File: src/hdl/b64c_pkg.sv
package b64c_pkg;

    localparam logic DIR_ENCODE = 1'b0;
    localparam logic DIR_DECODE = 1'b1;

    localparam logic [7:0] CHAR_NUL   = 8'h00;
    localparam logic [7:0] CHAR_PLUS  = 8'h2B;
    localparam logic [7:0] CHAR_SLASH = 8'h2F;
    localparam logic [7:0] CHAR_PAD   = 8'h3D;

    localparam int unsigned GROUP_BITS = 24;
    localparam int unsigned SHOWN_BITS = 24;

    // One queued job: up to four result bytes, how many of them, and the end flag.
    // A job with no bytes is only ever queued with the end flag and becomes the
    // end-only marker.
    typedef struct packed {
        logic [3:0][7:0] data;
        logic [2:0]      num;
        logic            eom;
    } b64c_job_t;

    typedef struct packed {
        logic       bad;
        logic [5:0] value;
    } b64c_sextet_t;

    function automatic logic [7:0] b64c_enc6(input logic [5:0] v);
        logic [7:0] c;
        logic [7:0] w;
        w = {2'b00, v};
        if (v < 6'd26)
            c = w + 8'h41;
        else if (v < 6'd52)
            c = w + 8'd71;
        else if (v < 6'd62)
            c = w - 8'd4;
        else if (v == 6'd62)
            c = CHAR_PLUS;
        else
            c = CHAR_SLASH;
        return c;
    endfunction

    function automatic b64c_sextet_t b64c_dec6(input logic [7:0] c);
        b64c_sextet_t s;
        logic [7:0]   t;
        s = '0;
        t = '0;
        case (c) inside
            [8'h41:8'h5A]:
            begin
                t = c - 8'h41;
                s.value = t[5:0];
            end
            [8'h61:8'h7A]:
            begin
                t = c - 8'd71;
                s.value = t[5:0];
            end
            [8'h30:8'h39]:
            begin
                t = c + 8'd4;
                s.value = t[5:0];
            end
            CHAR_PLUS:  s.value = 6'd62;
            CHAR_SLASH: s.value = 6'd63;
            CHAR_PAD:   s.value = 6'd0;
            default:    s.bad = 1'b1;
        endcase
        return s;
    endfunction

endpackage

File: src/hdl/b64c_front.sv
module b64c_front
(
    input  logic                clk,
    input  logic                rst_n,
    input  logic                direction,
    input  logic                clear,
    input  logic                accept,
    input  logic [7:0]          data_byte,
    input  logic                end_of_source,
    output logic                push,
    output b64c_pkg::b64c_job_t job
);
    import b64c_pkg::*;

    logic [GROUP_BITS-1:0] store_reg, store_next;
    logic [1:0]            fill_reg, fill_next;
    logic [1:0]            pad_reg, pad_next;
    logic                  stop_reg, stop_next;

    logic [GROUP_BITS-1:0] enc_shift;
    logic [GROUP_BITS-1:0] enc_group;
    logic [2:0]            held;
    logic [GROUP_BITS-1:0] dec_shift;
    logic [1:0]            pad_tmp;
    logic [2:0]            keep;
    b64c_sextet_t          sx;

    always_comb
    begin
        store_next = store_reg;
        fill_next  = fill_reg;
        pad_next   = pad_reg;
        stop_next  = stop_reg;
        job        = '0;
        enc_shift  = {store_reg[15:0], data_byte};
        held       = {1'b0, fill_reg} + 3'd1;
        enc_group  = enc_shift;
        sx         = b64c_dec6(data_byte);
        dec_shift  = {store_reg[17:0], sx.value};
        pad_tmp    = pad_reg;
        keep       = 3'd3;

        if (direction == DIR_ENCODE)
        begin
            if (held == 3'd1)
                enc_group = {enc_shift[7:0], 16'h0000};
            else if (held == 3'd2)
                enc_group = {enc_shift[15:0], 8'h00};
            if (held == 3'd3 || end_of_source)
            begin
                job.data[0] = b64c_enc6(enc_group[23:18]);
                job.data[1] = b64c_enc6(enc_group[17:12]);
                job.data[2] = (held < 3'd2) ? CHAR_PAD : b64c_enc6(enc_group[11:6]);
                job.data[3] = (held < 3'd3) ? CHAR_PAD : b64c_enc6(enc_group[5:0]);
                job.num     = 3'd4;
                store_next  = '0;
                fill_next   = '0;
            end
            else
            begin
                store_next = enc_shift;
                fill_next  = held[1:0];
            end
        end
        else if (!stop_reg)
        begin
            if (data_byte == CHAR_NUL)
            begin
                stop_next = 1'b1;
            end
            else if (!sx.bad)
            begin
                store_next = dec_shift;
                if (fill_reg == 2'd2 && data_byte == CHAR_PAD)
                    pad_tmp[0] = 1'b1;
                if (fill_reg == 2'd3)
                begin
                    if (data_byte == CHAR_PAD)
                        pad_tmp[1] = 1'b1;
                    keep = pad_tmp[0] ? 3'd1 : (pad_tmp[1] ? 3'd2 : 3'd3);
                    job.data[0] = dec_shift[23:16];
                    job.data[1] = dec_shift[15:8];
                    job.data[2] = dec_shift[7:0];
                    job.num     = keep;
                    store_next  = '0;
                    fill_next   = '0;
                    pad_tmp     = '0;
                    // Padding in a completed group ends the decoded output.
                    if (keep != 3'd3)
                        stop_next = 1'b1;
                end
                else
                begin
                    fill_next = fill_reg + 2'd1;
                end
                pad_next = pad_tmp;
            end
        end

        job.eom = end_of_source;
        if (end_of_source)
        begin
            store_next = '0;
            fill_next  = '0;
            pad_next   = '0;
            stop_next  = 1'b0;
        end
    end

    assign push = accept && (job.num != 3'd0 || end_of_source);

    always_ff @(posedge clk or negedge rst_n)
    begin
        if (!rst_n)
        begin
            store_reg <= '0;
            fill_reg  <= '0;
            pad_reg   <= '0;
            stop_reg  <= 1'b0;
        end
        else if (clear)
        begin
            store_reg <= '0;
            fill_reg  <= '0;
            pad_reg   <= '0;
            stop_reg  <= 1'b0;
        end
        else if (accept)
        begin
            store_reg <= store_next;
            fill_reg  <= fill_next;
            pad_reg   <= pad_next;
            stop_reg  <= stop_next;
        end
    end

endmodule

File: src/hdl/b64c_queue.sv
module b64c_queue
(
    input  logic                clk,
    input  logic                rst_n,
    input  logic                push,
    input  b64c_pkg::b64c_job_t push_job,
    output logic                full,
    input  logic                pop,
    output logic                head_valid,
    output b64c_pkg::b64c_job_t head_job
);
    import b64c_pkg::*;

    b64c_job_t  slot_reg [2];
    logic       wr_ptr_reg, rd_ptr_reg;
    logic [1:0] level_reg;

    assign full       = (level_reg == 2'd2);
    assign head_valid = (level_reg != 2'd0);
    assign head_job   = slot_reg[rd_ptr_reg];

    always_ff @(posedge clk)
    begin
        if (push)
            slot_reg[wr_ptr_reg] <= push_job;
    end

    always_ff @(posedge clk or negedge rst_n)
    begin
        if (!rst_n)
        begin
            wr_ptr_reg <= 1'b0;
            rd_ptr_reg <= 1'b0;
            level_reg  <= 2'd0;
        end
        else
        begin
            if (push)
                wr_ptr_reg <= ~wr_ptr_reg;
            if (pop)
                rd_ptr_reg <= ~rd_ptr_reg;
            if (push && !pop)
                level_reg <= level_reg + 2'd1;
            else if (pop && !push)
                level_reg <= level_reg - 2'd1;
        end
    end

`ifndef SYNTHESIS
    assert property (@(posedge clk) disable iff (!rst_n) pop |-> head_valid)
        else $error("queue popped while empty");
    assert property (@(posedge clk) disable iff (!rst_n) push |-> !full)
        else $error("queue written while full");
    assert property (@(posedge clk) disable iff (!rst_n)
        (push && !pop) |=> level_reg == $past(level_reg) + 2'd1)
        else $error("queue level did not follow a lone write");
`endif

endmodule

File: src/hdl/b64c_back.sv
module b64c_back #(
    parameter int COUNT_BITS = 24
)
(
    input  logic                clk,
    input  logic                rst_n,
    input  logic                clear,
    input  logic                head_valid,
    input  b64c_pkg::b64c_job_t head_job,
    output logic                pop,
    input  logic                out_ready,
    output logic                out_valid,
    output logic [7:0]          out_byte,
    output logic                byte_valid,
    output logic                last_of_run,
    output logic                end_of_message,
    output logic [23:0]         total_count
);
    import b64c_pkg::*;

    localparam int WIDE = (COUNT_BITS > SHOWN_BITS) ? COUNT_BITS : SHOWN_BITS;

    logic [1:0]            idx_reg, idx_next;
    logic [COUNT_BITS-1:0] cnt_reg, cnt_next;
    logic                  valid_reg;
    logic [7:0]            byte_reg;
    logic                  bval_reg, last_reg, eom_reg;
    logic [23:0]           count_reg;

    logic                  emit;
    logic                  is_marker;
    logic                  is_last;
    logic [COUNT_BITS-1:0] cnt_inc;
    logic [WIDE-1:0]       cnt_wide;
    logic [23:0]           shown;

    assign emit      = head_valid && (!valid_reg || out_ready);
    assign is_marker = (head_job.num == 3'd0);
    assign is_last   = is_marker || ({1'b0, idx_reg} == head_job.num - 3'd1);
    assign pop       = emit && is_last;

    always_comb
    begin
        cnt_inc = cnt_reg;
        if (!is_marker && cnt_reg != {COUNT_BITS{1'b1}})
            cnt_inc = cnt_reg + COUNT_BITS'(1);
        cnt_wide = WIDE'(cnt_inc);
        shown    = (cnt_wide > WIDE'(24'hFFFFFF)) ? 24'hFFFFFF : cnt_wide[23:0];

        idx_next = idx_reg;
        cnt_next = cnt_reg;
        if (clear)
        begin
            cnt_next = '0;
            idx_next = '0;
        end
        else if (emit)
        begin
            idx_next = is_last ? 2'd0 : idx_reg + 2'd1;
            // The count restarts once the final result of a message is out.
            cnt_next = (is_last && head_job.eom) ? '0 : cnt_inc;
        end
    end

    always_ff @(posedge clk or negedge rst_n)
    begin
        if (!rst_n)
        begin
            idx_reg   <= '0;
            cnt_reg   <= '0;
            valid_reg <= 1'b0;
        end
        else
        begin
            idx_reg <= idx_next;
            cnt_reg <= cnt_next;
            if (emit)
                valid_reg <= 1'b1;
            else if (out_ready)
                valid_reg <= 1'b0;
        end
    end

    always_ff @(posedge clk)
    begin
        if (emit)
        begin
            byte_reg  <= is_marker ? 8'h00 : head_job.data[idx_reg];
            bval_reg  <= !is_marker;
            last_reg  <= is_last;
            eom_reg   <= is_last && head_job.eom;
            count_reg <= shown;
        end
    end

    assign out_valid      = valid_reg;
    assign out_byte       = byte_reg;
    assign byte_valid     = bval_reg;
    assign last_of_run    = last_reg;
    assign end_of_message = eom_reg;
    assign total_count    = count_reg;

`ifndef SYNTHESIS
    assert property (@(posedge clk) disable iff (!rst_n)
        (valid_reg && eom_reg) |-> last_reg)
        else $error("end of message shown without last of run");
    assert property (@(posedge clk) disable iff (!rst_n)
        (valid_reg && !bval_reg) |-> (byte_reg == 8'h00 && eom_reg))
        else $error("end-only marker carries data or lacks end of message");
    assert property (@(posedge clk) disable iff (!rst_n)
        (emit && is_last && head_job.eom) |=> cnt_reg == '0)
        else $error("byte count not restarted after end of message");
    assert property (@(posedge clk) disable iff (!rst_n)
        (emit && !is_last) |-> !pop)
        else $error("job released before its last result");
`endif

endmodule

File: src/hdl/base64_codec_core.sv
// Streaming base64 codec with the standard alphabet. Each input transfer carries one byte with
// tlast marking the end of a message; the direction register selects encoding (0) or decoding
// (1), and writing it clears the front end's partial group and the emitter's position and count
// (queued jobs are kept). The front end accepts one input transfer per cycle whenever its
// two-entry job queue has room, and the result emitter drains that queue at one output transfer
// per cycle while the output is ready, so when encoding the output port sets the sustained rate.
// Results of an accepted input pass through the job queue and the output register. Output tlast
// marks the final result of a message, tuser is byte_valid, and an end-only marker (tuser low)
// appears when a message's last input produced no data.
module base64_codec_core #(
    parameter int COUNT_BITS = 24
)
(
    input  logic        clk,
    input  logic        rst_n,
    input  logic        cfg_wr_en,
    input  logic        cfg_wr_data,    // direction
    input  logic        s_tvalid,
    output logic        s_tready,
    input  logic [7:0]  s_tdata,        // [7:0] data_byte
    input  logic        s_tlast,        // end_of_source
    output logic        m_tvalid,
    input  logic        m_tready,
    output logic [39:0] m_tdata,        // [7:0] out_byte, [8] last_of_run, [32:9] total_count
    output logic        m_tuser,        // byte_valid
    output logic        m_tlast         // end_of_message
);
    import b64c_pkg::*;

    logic      direction_reg;
    logic      accept;
    logic      push;
    logic      full;
    logic      pop;
    logic      head_valid;
    b64c_job_t push_job;
    b64c_job_t head_job;

    logic [7:0]  out_byte;
    logic        last_of_run;
    logic [23:0] total_count;

    always_ff @(posedge clk or negedge rst_n)
    begin
        if (!rst_n)
            direction_reg <= DIR_ENCODE;
        else if (cfg_wr_en)
            direction_reg <= cfg_wr_data;
    end

    assign s_tready = !full;
    assign accept   = s_tvalid && s_tready;

    b64c_front u_front
    (
        .clk           (clk),
        .rst_n         (rst_n),
        .direction     (direction_reg),
        .clear         (cfg_wr_en),
        .accept        (accept),
        .data_byte     (s_tdata),
        .end_of_source (s_tlast),
        .push          (push),
        .job           (push_job)
    );

    b64c_queue u_queue
    (
        .clk        (clk),
        .rst_n      (rst_n),
        .push       (push),
        .push_job   (push_job),
        .full       (full),
        .pop        (pop),
        .head_valid (head_valid),
        .head_job   (head_job)
    );

    b64c_back #(
        .COUNT_BITS (COUNT_BITS)
    ) u_back
    (
        .clk            (clk),
        .rst_n          (rst_n),
        .clear          (cfg_wr_en),
        .head_valid     (head_valid),
        .head_job       (head_job),
        .pop            (pop),
        .out_ready      (m_tready),
        .out_valid      (m_tvalid),
        .out_byte       (out_byte),
        .byte_valid     (m_tuser),
        .last_of_run    (last_of_run),
        .end_of_message (m_tlast),
        .total_count    (total_count)
    );

    assign m_tdata = {7'b0000000, total_count, last_of_run, out_byte};

endmodule
File: config.mk
export PLATFORM = sky130hd
export DESIGN_NAME = base64_codec_core
export DESIGN_NICKNAME = d
export VERILOG_FILES = /design/src/hdl/b64c_pkg.sv /design/src/hdl/b64c_front.sv /design/src/hdl/b64c_queue.sv /design/src/hdl/b64c_back.sv /design/src/hdl/base64_codec_core.sv
export SDC_FILE = /design/constraint.sdc
export NUM_CORES = 1
export LEC_CHECK = 0
export ABC_CLOCK_PERIOD_IN_PS = 4300
export BUFFER_PORTS_ARGS = -buffer_cell sky130_fd_sc_hd__buf_2
export CAP_MARGIN = 10
export CORE_MARGIN = 3
export CORE_UTILIZATION = 30
export DETAILED_ROUTE_END_ITERATION = 8
export GPL_ROUTABILITY_DRIVEN = 0
export PLACE_DENSITY_LB_ADDON = 0.2
export SYNTH_ARGS = -nofsm -noshare
export SYNTH_HDL_FRONTEND = slang
export SYNTH_SLANG_ARGS = --single-unit
File: constraint.sdc
create_clock -name clk -period 4.3 [get_ports clk]
set_clock_uncertainty 0.05 [all_clocks]
set_input_delay 0 -clock clk [delete_from_list [all_inputs] [get_ports clk]]
set_output_delay 0 -clock clk [all_outputs]
set_load 0.05 [all_outputs]
======== Word-level counts from Yosys, hierarchy flattened ========
Memory sizes are Yosys's and may differ from the RTL's.
Index checks and enable logic that the tools add are counted.
storage, ports and cells
  memory bits (writable) .................. 72
  flip-flop bits (word level) ............. 90
  word-level logic and storage cells ...... 223
  memories ................................ 1
  bits of input ports ..................... 15
  output and inout bits ................... 44
memory list
  memory            depth  bits a word  read ports  clocked after memory_dff  write ports  line              RTL
  u_queue.slot_reg  2      36           1           0                         1            b64c_queue.sv:14  b64c_job_t slot_reg [2];
cells by class
  add/subtract/negate cells ............... 22
  order comparisons ....................... 22
  reductions and logical operators ........ 35
  muxes and demuxes ....................... 102
  equal/unequal tests ..................... 22
  bitwise gates (word level) .............. 2
operators by type and width
  cell                                                             number
  two-way mux 24 bit                                               7
  two-way mux 18 bit                                               9
  two-way mux 27 bit                                               5
  two-way mux 8 bit                                                16
  adder 6 x 7 -> 8 bit (second input constant)                     8
  less-than comparator 6 bit (second input constant)               8
  two-way mux 2 bit                                                22
  two-way mux 35 bit                                               1
  two-way mux 1 bit                                                31
  two-way mux 6 bit                                                5
  subtractor 6 x 3 -> 7 bit (second input constant)                4
  adder 24 x 1 -> 24 bit (second input constant)                   1
  equality test 6 bit (second input constant)                      4
  equality test 8 x 6 -> 1 bit (second input constant)             3
  > comparator 24 bit (second input constant)                      1
  less-than comparator 6 x 5 -> 1 bit (second input constant)      4
  inequality test 24 bit (second input constant)                   1
  binary-select mux 8 bit (select 2 bit)                           1
  >= comparator 8 x 7 -> 1 bit (second input constant)             2
  less-or-equal comparator 8 x 7 -> 1 bit (second input constant)  2
  two-way mux 3 bit                                                5
  logical AND 1 bit                                                12
  inequality test 4 bit (second input constant)                    3
  nonzero test 2 bit                                               5
  27 further kinds                                                 45

======== Depth between registers and ports, before layout ========
Gate-level depths: netlist of the first run.
  word-level depth ........................ 25
  depth in mapped cells ................... 15

======== Cells and area by module ========
From an unflattened synthesis of the first run, not the netlist that was laid out.
unflattened totals
  cells, all modules ...................... 984
  area, all modules ....................... 10517.6 um^2
by module, submodules not included
  module             cells an instance  times used  seq. area each (um^2)  area an instance (um^2)
  b64c_front         551                1           550.5                  4164.0
  b64c_back          292                1           1726.7                 3303.2
  b64c_queue         128                1           2262.2                 2936.6
  base64_codec_core  13                 1           25.0                   113.9

======== Worst setup path after synthesis of the first run ========
Ideal clock, no wire load.
  path kind ............................... register to register
  start point ............................. register u_front.fill_reg[0]
  end point ............................... memory u_queue.slot_reg[0][7] in the netlist's numbering (data pin)
  setup slack ............................. 1109 ps
  arrival ................................. 2881 ps
  cell stages (with the launch flop) ...... 15
  buffers on the path ..................... 3
  path through ............................ dfrtp_1 inv_1 ha_1 buf_2 buf_2 buf_1 mux2i_1 inv_1 ha_1 a31oi_1 o31a_1 o21a_1 a21oi_1 o2bb2ai_1 a22o_1
RTL lines
  what                    line               RTL
  start, declared         b64c_front.sv:16   logic [1:0] fill_reg, fill_next;
  start signal, assigned  b64c_front.sv:131  fill_reg <= fill_next;
  end, declared           b64c_queue.sv:14

==> flow_summary.json, run 1 <==
{
  "outcome": "complete, no violations",
  "rrSetupSlack_ps": 550,
  "fin_util": 0.349,
  "drt_iter0_markers": 481,
  "ys_seq_area_frac": 0.455,
  "syn_to_final_growth_pct": 14.1,
  "fmax_ghz": 0.267,
  "finalCriticalPeriod_ps": 3750,
  "final_area_um2": 11400,
  "synth-edff-count": 107,
  "p_sw_mw": 2.33,
  "swShare": 0.403,
  "drc": 0,
  "finalHoldViolCount": 0,
  "crit_path_start": "u_front.fill_reg[1]$_DFFE_PN0P_",
  "rr_startpoint": "u_front.fill_reg[1]$_DFFE_PN0P_",
  "endpoint_kind": "register",
  "total_power_mw": 5.79,
  "cp_slowest_cell": "ha_1",
  "final_cells": 1447,
  "postPlaceCellArea_um2": 10700,
  "dieArea_um2": 35700,
  "start_kind": "register",
  "power.leakage_nw": 4.34,
  "synthCells": 944,
  "diodes": 0,
  "p_int_mw": 3.45,
  "drv_slew": 0,
  "post_cts_resize_count": 0,
  "core-area_um2": 32800,
  "dp_cells": 1406,
  "ant_nets": 0,
  "clkTransAtPathRegs_ps": 80,
  "clockBufferDepth": 2,
  "path_cells": "inv_1 -> ha_1 -> mux2_2 -> mux2i_1 -> inv_1 -> ha_1 -> a31oi_1 -> o31a_1 -> o21ai_1 -> nand2_1 -> o311ai_0 -> o2bb2ai_1",
  "grt_pass1_vias": 7410,
  "cp_top_family": "compound AO/OA/AOI/OAI gates",
  "cp_max_fo": 15,
  "grt_pass1_wl_um": 42400,
  "holdWs_ps": 66.4,
  "rr_endpoint": "u_queue.slot_reg[1][6]$_DFFE_PP_",
  "die_width_um": 189,
  "drive_gt1_frac": 0.174,
  "slowest_delay_ps": 640,
  "cts_inserted_buffers": 17,
  "yosysTopAreaCellShare": 0.320,
  "largest_reg_flops": 72,
  "ios": 59,
  "crit_end": "u_queue.slot_reg[1][6]$_DFFE_PP_",
  "synth_area_per_cell_um2": 10.6,
  "clock_power_share": 0.272,
  "insertion_delay_ps": 440,
  "final-setup-viol-count": 0,
  "wl_per_cell_um": 18.3,
  "async_flop_share": 0.335,
  "min-delay-path-class": "primary input to register",
  "crit_type": "register to register",
  "dp_slack_ps": 658,
  "reg2reg_depth": 12,
  "cts_max_level": 4,
  "max_slew.worst_pin.slew_ps": 872,
  "cts.sinks": 161,
  "totalWireLength_um": 26500,
  "layout_setup_ws_ps": 551,
  "synth_cell_types": 85,
  "firstDrtPassIters": 7,
  "vias": 7521,
  "required_ps": 4450,
  "fp-row-count": 66,
  "cellPowerDensity_nw_per_um2": 506,
  "fillCellCount": 3339,
  "syn_area_um2": 10000,
  "rsz0062_at_grt": "false",
  "relSlewSlack": 0.418,
  "die_y_um": 189,
  "power_frac_seq": 0.369,
  "dpl.hpwl_um": 19000,
  "synth_area_leaders": "edfxtp_1 (32%), dfrtp_1 (13%), ha_1 (5.2%), mux2i_1 (4.7%), mux4_2 (3.6%)",
  "synthFlopType": "edfxtp_1",
  "grt.total_usage": 0.150,
  "cp.depth": 12,
  "post_drt_via_cell_ratio": 5.20,
  "synth.ff_latch_count": 161,
  "cts_tree": "yes",
  "path_buf_inv": 2,
  "ys_warn_count": 0,
  "combPwrFrac": 0.359,
  "yosysTopAreaCell": "edfxtp_1",
  "antenna_found_initial": 0,
  "final.period_utilization": 0.872,
  "cap_violations": 0,
  "layout.nets": 1049,
  "fin_tns_setup_ps": 0,
  "arrival_ps": 3900,
  "grt_max_degree": 55,
  "initial_core_util": 0.306,
  "postCtsHoldBufs": 9,
  "ir_drop_v": 0.000256,
  "post_cts_buffers": 0,
  "port_buffers": 51,
  "cts-root-buf": "clkbuf_16",
  "gr-total-overflow": 0
}
## routing by layer
| layer | wire [µm] | track usage | vias to the layer above |
|---|---|---|---|
| met1 | 13200 | 0.218 | 3733 |
| met4 | 300 | 0.0401 | 0 |
| met3 | 993 | 0.0285 | 16 |
| met2 | 12100 | 0.231 | 157 |
| met5 | 0 | 0 | - |
| li1 | - | - | 3615 |
## tightest hold or removal path: stages
cell,delay [ps]
buf_2,200
mux2i_1,100
nor2_1,80
mux2_2,150
## power groups by stage
stage	Clock, mW	Combinational (mW)	Sequential [mW]
2_1_floorplan	0	1.14	2.59
3_3_place_gp	0	2.09	2.16
3_5_place_dp	0	2.10	2.17
4_1_cts	1.62	2.11	2.14
5_1_grt	1.69	2.26	2.16
6_report	1.58	2.08	2.13
## cell usage in the layout, fill, tap and decap left out, types with 5 or more instances in the layout
master         count
a211o_1            6
a211oi_1           8
a21o_1            10
a21oi_1           44
a221oi_1           5
a31oi_1           39
and2_1            10
and3_1            10
buf_2             51
buf_4             21
clkbuf_16         17
clkinv_8           5
conb_1             7
dfrtp_1           54
dlygate4sd3_1      9
edfxtp_1         107
ha_1              42
inv_1             47
mux2_2            28
mux2i_1           47
mux4_2            16
nand2_1           75
nand2b_1          11
nand3_1           27
nor2_1            69
nor3_1            16
o21ai_0           42
o21ai_1            8
o2bb2ai_1          9
or3_1              9
xnor2_1           30
xor2_1            11
## Yosys cell counts, types with 28 or more instances
| master | instances |
|---|---|
| ha_1 | 42 |
| nand2_1 | 75 |
| a21oi_1 | 44 |
| nor2_1 | 69 |
| edfxtp_1 | 107 |
| inv_1 | 47 |
| xnor2_1 | 30 |
| dfrtp_1 | 54 |
| mux2_2 | 28 |
| o21ai_0 | 42 |
| mux2i_1 | 47 |
| a31oi_1 | 40 |
## cell families (layout without fill, tap and decap cells)
logic type | count (synthesis) | after routing | synth area share
simple gates | 267 | 267 | 0.134
buf+inv | 106 | 161 | 0.0480
fa+ha+maj | 42 | 42 | 0.0524
other cells | 1 | 7 | 0.000374
mux | 92 | 92 | 0.116
xor+xnor | 41 | 41 | 0.0358
flops | 161 | 161 | 0.455
compound gates | 234 | 234 | 0.158
## worst min-delay path by stage
| stage | startpoint | end | cells past startpoint |
|---|---|---|---|
| finish | s_tdata[7] | u_front.store_reg[7]$_DFFE_PN0P_ | 4 |
| global route | s_tdata[7] | u_front.store_reg[7]$_DFFE_PN0P_ | 4 |
| CTS | s_tdata[7] | u_front.store_reg[7]$_DFFE_PN0P_ | 4 |
| detailed placement | rst_n | u_front.store_reg[5]$_DFFE_PN0P_ | 2 |
| global placement | rst_n | u_front.store_reg[5]$_DFFE_PN0P_ | 2 |
| floorplan | rst_n | direction_reg$_DFFE_PN0P_ | 0 |
## final cells by class
type,instances,area [µm²],area share
inverter,48,180,0.0157
timing repair buffer,81,503,0.0439
clock inverter,15,194,0.0169
multi-input combinational,683,5030,0.439
tap,442,553,0.0483
sequential,161,4560,0.399
clock buffer,17,425,0.0372
(Power assumes the default switching activity.)
==> run 2, diff against run 1 <==
--- a/config.mk
+++ b/config.mk
@@ -9,7 +9,7 @@
 export BUFFER_PORTS_ARGS = -buffer_cell sky130_fd_sc_hd__buf_2
 export CAP_MARGIN = 10
 export CORE_MARGIN = 3
-export CORE_UTILIZATION = 30
+export CORE_UTILIZATION = 35
 export DETAILED_ROUTE_END_ITERATION = 8
 export GPL_ROUTABILITY_DRIVEN = 0
 export PLACE_DENSITY_LB_ADDON = 0.2
==> run 2 against run 1 <==
Utilization is 5.5 points higher. Routed wire length down 3.0%. Non-clock buffer count is 1 lower. Power is 1.7% lower. Worst setup slack got worse by 88 ps.
==> flow_summary.json, run 2 (synthesis results as in run 1) <==
{
  "fp-row-count": 61,
  "final_cell_mix": "edfxtp_1 (107), nand2_1 (75), nor2_1 (69)",
  "grt.total_usage": 0.171,
  "diodes": 0,
  "rsz0062_at_grt": "false",
  "power.leakage_nw": 4.30,
  "die_width_um": 175,
  "postCtsHoldBufs": 8,
  "holdWs_ps": 89.7,
  "cp_max_fo": 19,
  "crit_type": "register to register",
  "grt_pass1_wl_um": 41700,
  "die_y_um": 175,
  "clkTransAtPathRegs_ps": 70,
  "total_power_mw": 5.69,
  "final_area_um2": 11300,
  "fmax_ghz": 0.261,
  "clockBufferDepth": 2,
  "drt_iter0_markers": 564,
  "layout_commonest_cell": "edfxtp_1",
  "postPlaceCellArea_um2": 10700,
  "initial_core_util": 0.358,
  "final.period_utilization": 0.892,
  "max_slew.worst_pin.slew_ps": 1090,
  "antenna_found_initial": 0,
  "layout_setup_ws_ps": 463,
  "cts_inserted_buffers": 17,
  "required_ps": 4390,
  "finalHoldViolCount": 0,
  "ios": 59,
  "reg2reg_depth": 11,
  "insertion_delay_ps": 430,
  "relSlewSlack": 0.271,
  "drv_slew": 0,
  "final-setup-viol-count": 0,
  "ant_nets": 0,
  "drive_gt1_frac": 0.173,
  "drc": 0,
  "cts-root-buf": "clkbuf_16",
  "cts.sinks": 161,
  "min-delay-path-class": "primary input to register",
  "fin_util": 0.404,
  "dieArea_um2": 30700,
  "arrival_ps": 3930,
  "layout.nets": 1048,
  "fin_tns_setup_ps": 0,
  "grt_pass1_vias": 7353,
  "wl_per_cell_um": 18.6,
  "post_cts_buffers": 0,
  "final_cells": 1382,
  "hold_depth": 4,
  "syn_to_final_growth_pct": 12.8,
  "dp_cells": 1342,
  "start_kind": "register",
  "cellPowerDensity_nw_per_um2": 502,
  "firstDrtPassIters": 5,
  "gr-total-overflow": 0,
  "largest_reg_flops": 72,
  "endpoint_kind": "register",
  "finalCriticalPeriod_ps": 3840,
  "grt_max_degree": 55,
  "post_cts_resize_count": 0,
  "vias": 7514,
  "totalWireLength_um": 25700,
  "outcome": "complete, no violations",
  "ir_drop_v": 0.000242,
  "post_drt_via_cell_ratio": 5.44,
  "cts_max_level": 4,
  "cap_violations": 0,
  "dp_slack_ps": 558,
  "port_buffers": 51,
  "core-area_um2": 28000,
  "cts_tree": "yes",
  "dpl.hpwl_um": 18400
}
-- run 2: cell count changes in the layout (fill, tap and decap cells not counted), sizes merged --
cell | before | now
clkbuf | 17 | 18
clkinv | 7 | 5
clkinvlp | 0 | 4
inv | 56 | 53
dlygate4sd3 | 9 | 8
-- run 2: worst max-delay path, stage by stage (launching register included) --
cell,delay (ps)
dfrtp_1,410
inv_1,110
ha_1,780
mux2i_1,170
o21ai_1,430
ha_1,380
a31oi_1,70
o31a_1,140
o21ai_1,290
nand2_1,120
o311ai_0,410
o2bb2ai_1,190
-- run 2: layer usage --
| metal | track usage | wire (µm) | vias up |
|---|---|---|---|
| met5 | 0 | 0 | - |
| met4 | 0.0426 | 253 | 0 |
| met3 | 0.0255 | 1090 | 15 |
| met2 | 0.263 | 11500 | 186 |
| met1 | 0.255 | 12800 | 3699 |
| li1 | - | - | 3614 |
-- run 2: area by class of cell --
| cell class | instances | area [µm²] |
|---|---|---|
| fill | 2714 | 16700 |
| multi-input combinational | 683 | 5030 |
| sequential | 161 | 4560 |
| timing repair buffer | 80 | 493 |
| tap | 378 | 473 |
| clock buffer | 18 | 429 |
| inverter | 48 | 180 |
| clock inverter | 14 | 150 |
-- run 2: worst paths after layout --
kind                                            startpoint  slack (ps)                               end
max                        u_front.fill_reg[1]$_DFFE_PN0P_         460  u_queue.slot_reg[0][6]$_DFFE_PP_
min reg2reg                 u_back.cnt_reg[23]$_DFFE_PN0P_         400    u_back.cnt_reg[23]$_DFFE_PN0P_
min in group asynchronous                            rst_n         190      u_front.stop_reg$_DFFE_PN0P_
max in group asynchronous                            rst_n        3470     u_back.cnt_reg[5]$_DFFE_PN0P_
max reg2reg                u_front.fill_reg[1]$_DFFE_PN0P_         460  u_queue.slot_reg[0][6]$_DFFE_PP_
min                                             s_tdata[7]          90  u_front.store_reg[7]$_DFFE_PN0P_
-- run 2: power breakdown --
group	internal (mW)	total, mW	leakage (nW)	switching [mW]
Clock	0.772	1.47	0.269	0.702
Combinational	0.659	2.07	2.26	1.42
Sequential	2.01	2.14	1.77	0.131
Total	3.44	5.69	4.30	2.25
